**src/zrlv_pkg.sv**
```systemverilog
// Package for the ZYZ rotation and link vector block.
// Holds the quarter-wave sine table, lookup and saturation helpers, and shared types.
// Used by every module of the block; depends on nothing else.
package zrlv_pkg;

    localparam int JointCountDef = 4;
    localparam int QwSize        = 257;
    localparam int InDataW       = 56;
    localparam int OutDataW      = 192;

    localparam logic ReqLoad    = 1'b0;
    localparam logic ReqCompute = 1'b1;

    typedef logic [14:0] qwave_t [QwSize];

    typedef struct packed {
        logic [14:0] lo;
        logic [14:0] hi;
        logic [5:0]  frac;
        logic        neg;
    } qlook_t;

    // Q30 Taylor series of sin up to x^11, rounded to unsigned Q0.15
    function automatic qwave_t build_qwave();
        qwave_t          tbl;
        longint unsigned x;
        longint unsigned x2;
        longint unsigned t;
        longint unsigned s;
        longint unsigned q;
        for (int k = 0; k < QwSize; k++) begin
            x  = (longint'(k) * 64'd1686629713 + 64'd128) >> 8;
            x2 = (x * x) >> 30;
            t  = (64'd1 << 30) - x2 / 64'd110;
            t  = (64'd1 << 30) - ((x2 * t) >> 30) / 64'd72;
            t  = (64'd1 << 30) - ((x2 * t) >> 30) / 64'd42;
            t  = (64'd1 << 30) - ((x2 * t) >> 30) / 64'd20;
            t  = (64'd1 << 30) - ((x2 * t) >> 30) / 64'd6;
            s  = (x * t) >> 30;
            q  = (s + 64'd16384) >> 15;
            if (q > 64'd32767) begin
                q = 64'd32767;
            end
            tbl[k] = q[14:0];
        end
        return tbl;
    endfunction

    localparam qwave_t QWAVE = build_qwave();

    // Fold an angle into the quarter wave and fetch both interpolation points
    function automatic qlook_t qlook(input logic [15:0] a);
        qlook_t      res;
        logic [14:0] u;
        logic [8:0]  idx;
        logic [8:0]  idx_hi;
        u      = a[14] ? (15'd16384 - {1'b0, a[13:0]}) : {1'b0, a[13:0]};
        idx    = u[14:6];
        idx_hi = (idx == 9'd256) ? idx : idx + 9'd1;
        res.lo   = QWAVE[idx];
        res.hi   = QWAVE[idx_hi];
        res.frac = u[5:0];
        res.neg  = a[15];
        return res;
    endfunction

    function automatic logic signed [15:0] sat16(input logic signed [49:0] v);
        if (v > 50'sd32767) begin
            return 16'sh7fff;
        end else if (v < -50'sd32768) begin
            return 16'sh8000;
        end
        return v[15:0];
    endfunction

endpackage

```
**src/zrlv_trig_mem.sv**
```systemverilog
// Per-joint table of sin/cos alpha and beta, one 4x16-bit row per joint.
// Slot write on load, registered row read whenever rd_en is set. Uses zrlv_pkg.
module zrlv_trig_mem #(
    parameter int JOINT_COUNT = zrlv_pkg::JointCountDef
) (
    input  logic                             aclk,
    input  logic                             wr_en,
    input  logic                             rd_en,
    input  logic [$clog2(JOINT_COUNT+1)-1:0] addr,
    input  logic [1:0]                       slot,
    input  logic signed [15:0]               wr_data,
    output logic [3:0][15:0]                 rd_data
);
    import zrlv_pkg::*;

    localparam int AW = (JOINT_COUNT > 1) ? $clog2(JOINT_COUNT) : 1;

    logic [3:0][15:0] mem [JOINT_COUNT];
    logic [3:0][15:0] rd_data_reg;
    logic [AW-1:0]    row;

    assign row = addr[AW-1:0];

    always_ff @(posedge aclk) begin
        if (wr_en) begin
            mem[row][slot] <= wr_data;
        end
        if (rd_en) begin
            rd_data_reg <= mem[row];
        end
    end

    assign rd_data = rd_data_reg;

endmodule

```
**config.mk**
```make
export PLATFORM = sky130hd
export DESIGN_NAME = zrlv_trig_mem
export DESIGN_NICKNAME = d
export VERILOG_FILES = /design/src/zrlv_pkg.sv /design/src/zrlv_trig_mem.sv
export SDC_FILE = /design/constraint.sdc
export NUM_CORES = 1
export LEC_CHECK = 0
export ABC_AREA = 1
export BUFFER_PORTS_ARGS = -buffer_cell sky130_fd_sc_hd__buf_2
export CORE_MARGIN = 1
export CORE_UTILIZATION = 45
export CTS_CLUSTER_DIAMETER = 80
export DETAILED_ROUTE_END_ITERATION = 10
export PLACE_DENSITY = 0.69
export RECOVER_POWER = 100
export SLEW_MARGIN = 20
export SYNTH_ARGS = -nofsm -noshare
export SYNTH_HDL_FRONTEND = slang
export SYNTH_SLANG_ARGS = --single-unit
```
**constraint.sdc**
```tcl
create_clock -name aclk -period 4.94 [get_ports aclk]
set_input_delay 0.247 -clock aclk [delete_from_list [all_inputs] [get_ports aclk]]
set_output_delay 0.247 -clock aclk [all_outputs]
set_load 0.005 [all_outputs]
```
==> flow_metrics.py, run 1 <==
metrics = {
    "critical_path": {
        "critPathLaunch": "addr[0]",
        "crit_arrival_ns": 3.31,
        "regToRegEndpoint": "rd_data[58]",
        "setup.worst_path.start_class": "primary input",
        "crit_end": "rd_data[33]",
        "rr_worst_depth": 4,
        "critical_r2r_launch": "mem[0][58]",
        "end_kind": "register",
        "timing.critical_path.fanout_max": 69,
        "worst_ep_required_time_ns": 5.22,
        "criticalPathCategory": "in2reg",
        "setup.reg_to_reg.worst_slack_ns": 3.97,
    },
    "place": {
        "place_inst": 1356,
        "dpl.hpwl_um": 12400,
        "place_congestion": 0.728,
        "portBuffers": 86,
        "dpl_cell_area_sq_um": 12800,
        "pre_cts_ws_ns": 2.44,
    },
    "global_route": {
        "grt_first_pass_wirelength_um": 36100,
        "grt_antenna_before_repair": 3,
        "grt_pass1_vias": 6488,
        "largest_net_degree_at_the_start_of_global_routing": 106,
        "globalRouteOverflowTotal": 0,
        "track_usage": 0.170,
    },
    "timing": {
        "tightestPinTransition_ns": 3.58,
        "min_period_over_period": 0.614,
        "timing.final.crit_period_ns": 3.03,
        "finClkSkew_ns": 0.00586,
        "finalHoldViolations": 0,
        "postLayoutSetupSlackWorst_ns": 1.91,
        "timing.max_slew.rel_slack": -1.38,
        "worst_hold_slack_ns": 0.297,
        "timing.fmax_mhz": 330,
        "finalSetupViolations": 0,
        "slew_violations": 198,
        "rsz0062_at_grt": "false",
        "fin_tns_setup_ns": 0,
    },
    "cells_and_area": {
        "layoutNonFillerInstCount": 1416,
        "nFillCells": 2176,
        "layout-drive-gt1-share": 0.0788,
        "multi_input_comb_area_sq_um": 2260,
        "regArea_sq_um": 9610,
        "final_core_util": 0.523,
        "largest_reg_flops": 256,
        "fin_area_sq_um": 13800,
        "area.growth.synth_to_final_pct": 13.0,
        "nets_finish": 1079,
    },
    "detailed_routing": {
        "vias": 6861,
        "met3_length_um": 1600,
        "finalWirelength_um": 23600,
        "highest-signal-layer": "met5",
        "drt_iter0_drc": 465,
        "route.detailed.vias_per_inst": 4.85,
        "number_of_drc_violations_after_detailed_routing": 12,
        "drt_first_pass_iters": 8,
        "m1WireLength_um": 10100,
        "met2RoutedLength_um": 11400,
        "wire_per_inst_um": 16.7,
        "drtAntennaViolNets": 0,
    },
    "logic_synthesis": {
        "yosys_warnings": 0,
        "synth.top_cells.by_count": "580 x nand2_1, 320 x edfxtp_1, 16 x buf_2, 16 x nor2_1, 12 x buf_4",
        "post-synth-top-area-cell": "edfxtp_1",
        "synth_fp_nets": 991,
        "synthMostInstantiatedCell": "nand2_1",
        "netlist-cell-type-count": 11,
        "yosys_register_bits": 320,
        "yosysSeqAreaShare": 0.788,
        "syn-mean-instance-area_sq_um": 12.6,
        "synth.area.top_cells": "edfxtp_1 79%, nand2_1 18%, buf_6 0.92%",
        "number_of_enable_flip_flop_cells_after_synthesis": 320,
        "synth-async-reset-ratio": 0,
        "ys.flop_type": "edfxtp_1",
        "post_synth_instance_area_sq_um": 12200,
        "synth_top_area_share": 0.788,
        "syn_inst": 967,
    },
    "die": {
        "ioPinCount": 88,
        "initial_utilization": 0.463,
        "dieArea_sq_um": 27800,
        "die-width_um": 167,
        "placementRows": 59,
        "core-area_sq_um": 26400,
        "dieHeight_um": 167,
    },
    "clock_network": {
        "insertion_delay_ns": 0.55,
        "ctsLongestPathBuffers": 3,
        "cts_buffers": 31,
        "clkSinkCount": 320,
        "cts_tree": "done",
        "hold_buffers": 0,
        "htree_num_levels": 1,
        "count_of_buffers_added_by_post_cts_timing_repair_for_setup": 0,
        "clock_tree.root_cell": "clkbuf_16",
        "cts_resized": 0,
        "clk_transition_reported_paths_ns": 0.06,
    },
    "pwr": {
        "overall_power_consumption_mw": 5.72,
        "static-leakage-power_nw": 5.43,
        "irDropWorstVdd_uv": 222,
        "power_per_cell_area_nw_per_um2": 415,
    },
    "worst_hold_path": {
        "hold_path.class": "in2reg",
    },
    "run_status": {
        "violations": "DRC, capacitance limit, slew limit",
        "status": "finished, violations left",
    },
    "run": {
        "maxCapViolCount": 11,
    },
}
-- cells by family (layout without fill, tap and decap cells) --
group / after synthesis / after routing / synth area share
and+or+nand+nor: 600 / 600 / 0.185
DFF: 320 / 320 / 0.788
buffers and inverters: 47 / 159 / 0.0271
other: 0 / 2 / 0
-- final cells by class --
type	count	share of cell area
clock buffers	34	0.0571
clock inverters	23	0.0170
repair buffers	98	0.0330
inverters	4	0.00118
flip-flops and latches	320	0.697
multi-input cells	600	0.164
diodes	2	0.000363
well taps	335	0.0304
-- where the power goes --
part / total, mW / internal [mW] / switching, mW
Sequential: 3.10 / 3.08 / 0.0170
Clock: 2.35 / 1.40 / 0.953
Combinational: 0.271 / 0.0696 / 0.202
Total: 5.72 / 4.55 / 1.17
-- worst min-delay path by stage --
| stage | slack, ns | cells past startpoint | endpoint | start |
|---|---|---|---|---|
| floorplan | 0.35 | 0 | mem[0][0] | wr_data[0] |
| global placement | 0.58 | 4 | rd_data[42] | mem[0][42] |
| detailed placement | 0.59 | 4 | rd_data[18] | mem[0][18] |
| CTS | 0.09 | 1 | mem[1][31] | wr_data[15] |
| global route | 0.31 | 1 | mem[0][31] | wr_data[15] |
| finish | 0.30 | 1 | mem[1][15] | wr_data[15] |
-- cell usage in the layout (no fill, tap or decap) --
cell,Yosys,final
buf_16,0,1
buf_4,12,3
edfxtp_1,320,320
bufinv_16,0,5
clkbuf_1,4,61
clkinvlp_2,0,1
clkinv_4,0,1
buf_2,16,35
buf_6,10,1
clkinvlp_4,0,1
nand3_1,4,4
clkinv_1,0,10
diode_2,0,2
clkinv_2,0,6
nor2_1,16,16
inv_1,3,3
clkbuf_16,0,31
nand2_1,580,580
-- per-layer routing --
layer  vias up  track usage
met4         2       0.0560
met3        37       0.0307
met2       201        0.282
li1       3397            -
met1      3224        0.227
met5         -            0
-- critical path, stage by stage --
cell,delay (ns)
buf_4,0.28
clkinvlp_2,1.05
clkbuf_1,0.88
buf_16,0.46
nand2_1,0.10
nand2_1,0.05
nand2_1,0.05
nand2_1,0.12
Note: power is estimated with default switching activity, not from simulation.
==> run 2, diff against run 1 <==
PLACE_DENSITY = 0.72   (was 0.69)
clock period = 2.5 ns   (was 4.94 ns; I/O delays follow)
==> run 2 against run 1 <==
Effect of this change: the run still ends with DRC, capacitance limit, slew limit left; clock-buffer cell count rose by 2; sequential share of layout area fell by 0.88 points; largest cell class unchanged; worst setup slack got worse by 1.1 ns.
==> flow_metrics.py, run 2 (synthesized netlist as in run 1, its figures left out) <==
metrics = {
    "run_status": {
        "status": "finished, violations left",
        "violations": "DRC, capacitance limit, slew limit",
    },
    "place": {
        "portBuffers": 86,
        "dpl.hpwl_um": 13600,
        "dpl_cell_area_sq_um": 13000,
        "place_congestion": 0.738,
    },
    "detailed_routing": {
        "finalWirelength_um": 24200,
        "drt_first_pass_iters": 8,
        "number_of_drc_violations_after_detailed_routing": 8,
        "highest-signal-layer": "met5",
        "wire_per_inst_um": 16.9,
        "drtAntennaViolNets": 0,
        "met3_length_um": 1730,
        "met2RoutedLength_um": 12100,
        "vias": 7044,
        "drt_iter0_drc": 597,
        "m1WireLength_um": 9880,
        "route.detailed.vias_per_inst": 4.91,
    },
    "clock_network": {
        "cts_buffers": 31,
        "ctsLongestPathBuffers": 3,
        "cts_tree": "done",
        "cts_resized": 0,
        "hold_buffers": 5,
        "count_of_buffers_added_by_post_cts_timing_repair_for_setup": 0,
        "clock_tree.root_cell": "clkbuf_16",
        "htree_num_levels": 1,
        "clk_transition_reported_paths_ns": 0.06,
        "clkSinkCount": 320,
        "insertion_delay_ns": 0.54,
    },
    "timing": {
        "min_period_over_period": 0.684,
        "slew_violations": 28,
        "timing.fmax_mhz": 585,
        "finalHoldViolations": 0,
        "tightestPinTransition_ns": 1.79,
        "finalSetupViolations": 0,
        "timing.final.crit_period_ns": 1.71,
        "rsz0062_at_grt": "false",
        "fin_tns_setup_ns": 0,
        "timing.max_slew.rel_slack": -0.196,
        "finClkSkew_ns": 0.00845,
    },
    "global_route": {
        "largest_net_degree_at_the_start_of_global_routing": 78,
        "track_usage": 0.175,
        "grt_antenna_before_repair": 3,
        "globalRouteOverflowTotal": 0,
        "grt_pass1_vias": 6688,
        "grt_first_pass_wirelength_um": 37200,
    },
    "critical_path": {
        "setup.worst_path.start_class": "primary input",
        "critical_path.slowest_cell": "clkbuf_2",
        "crit_path_cell_trace": "clkbuf_1, inv_1, clkbuf_2, nand2_1, nor2_1, buf_4",
        "timing.critical_path.fanout_max": 30,
        "worst_ep_required_time_ns": 2.72,
        "criticalPathCategory": "in2reg",
        "critPathLaunch": "addr[1]",
        "critical_r2r_launch": "mem[1][2]",
        "crit_path_max_incr_delay_ns": 0.59,
        "crit_arrival_ns": 1.93,
        "end_kind": "register",
    },
    "cells_and_area": {
        "most_frequent_cells_in_the_layout": "580 x nand2_1, 320 x edfxtp_1, 65 x clkbuf_1",
        "nets_finish": 1098,
        "area.growth.synth_to_final_pct": 14.4,
        "final_common_cell": "nand2_1",
        "layout-drive-gt1-share": 0.0893,
        "final_core_util": 0.530,
        "largest_reg_flops": 256,
        "fin_area_sq_um": 14000,
    },
    "die": {
        "initial_utilization": 0.463,
        "ioPinCount": 88,
        "dieArea_sq_um": 27800,
        "core-area_sq_um": 26400,
        "dieHeight_um": 167,
        "die-width_um": 167,
        "placementRows": 59,
    },
    "run": {
        "maxCapViolCount": 1,
    },
    "pwr": {
        "static-leakage-power_nw": 5.54,
        "power_per_cell_area_nw_per_um2": 818,
        "irDropWorstVdd_uv": 464,
    },
    "worst_hold_path": {
        "timing.hold.worst.start": "addr[0]",
        "hold_path.class": "in2reg",
    },
}
==> run 2: cell types whose count changed in the layout (fill, tap and decap cells not counted), sizes merged <==
cell and change:
clkbuf +5, buf +11, inv +2, clkinv -3, bufinv +1, dlygate4sd3 +5
clkinvlp -2
==> run 2: path summary, 6_finish.rpt <==
path | depth (start not counted) | to | slack, ns
setup / recovery | 6 | mem[0][23] | 0.79
hold / removal | 5 | rd_data[50] | 0.21
setup reg to reg | 4 | rd_data[2] | 1.55
hold reg to reg | 4 | rd_data[40] | 0.60
==> run 2: metrics by stage <==
step | setup slack, ns | hold WS (ns) | total power [mW] | std cells
6_report | 0.791 | 0.214 | 11.4 | 1435
5_1_grt | 0.597 | 0.247 | 11.8 | 1433
4_1_cts | 1.28 | 0.0109 | 11.5 | 1433
3_5_place_dp | 0.754 | 0.516 | 6.80 | 1371
3_3_place_gp | 0.782 | 0.522 | 6.78 | 1371
2_1_floorplan | 0.719 | 0.224 | 6.53 | 967
==> run 2: where the power goes <==
| part | total, mW | internal, mW | switching, mW |
|---|---|---|---|
| logic | 0.553 | 0.148 | 0.404 |
| registers | 6.12 | 6.08 | 0.0348 |
| clock network | 4.74 | 2.88 | 1.86 |
| total | 11.4 | 9.11 | 2.30 |
==> run 2: layout make-up <==
| type | instances | area [sq um] |
|---|---|---|
| inverter | 4 | 17.5 |
| clock inverter | 21 | 250 |
| timing repair buffer | 117 | 606 |
| sequential | 320 | 9610 |
| tap | 335 | 419 |
| fill | 2126 | 12400 |
| multi-input combinational | 600 | 2260 |
| antenna | 2 | 5.00 |
| clock buffer | 36 | 795 |
==> run 2: critical path: cells and delay by family <==
kind / cells / cell delay [ns]
and+or+nand+nor: 2 / 0.47
buffers and inverters: 4 / 1.33
==> run 2: metal layers <==
metal  global-route usage  vias to the layer above
met5                    0                        -
met2                0.302                      199
met4               0.0535                        2
met3               0.0307                       38
li1                     -                     3433
met1                0.228                     3372
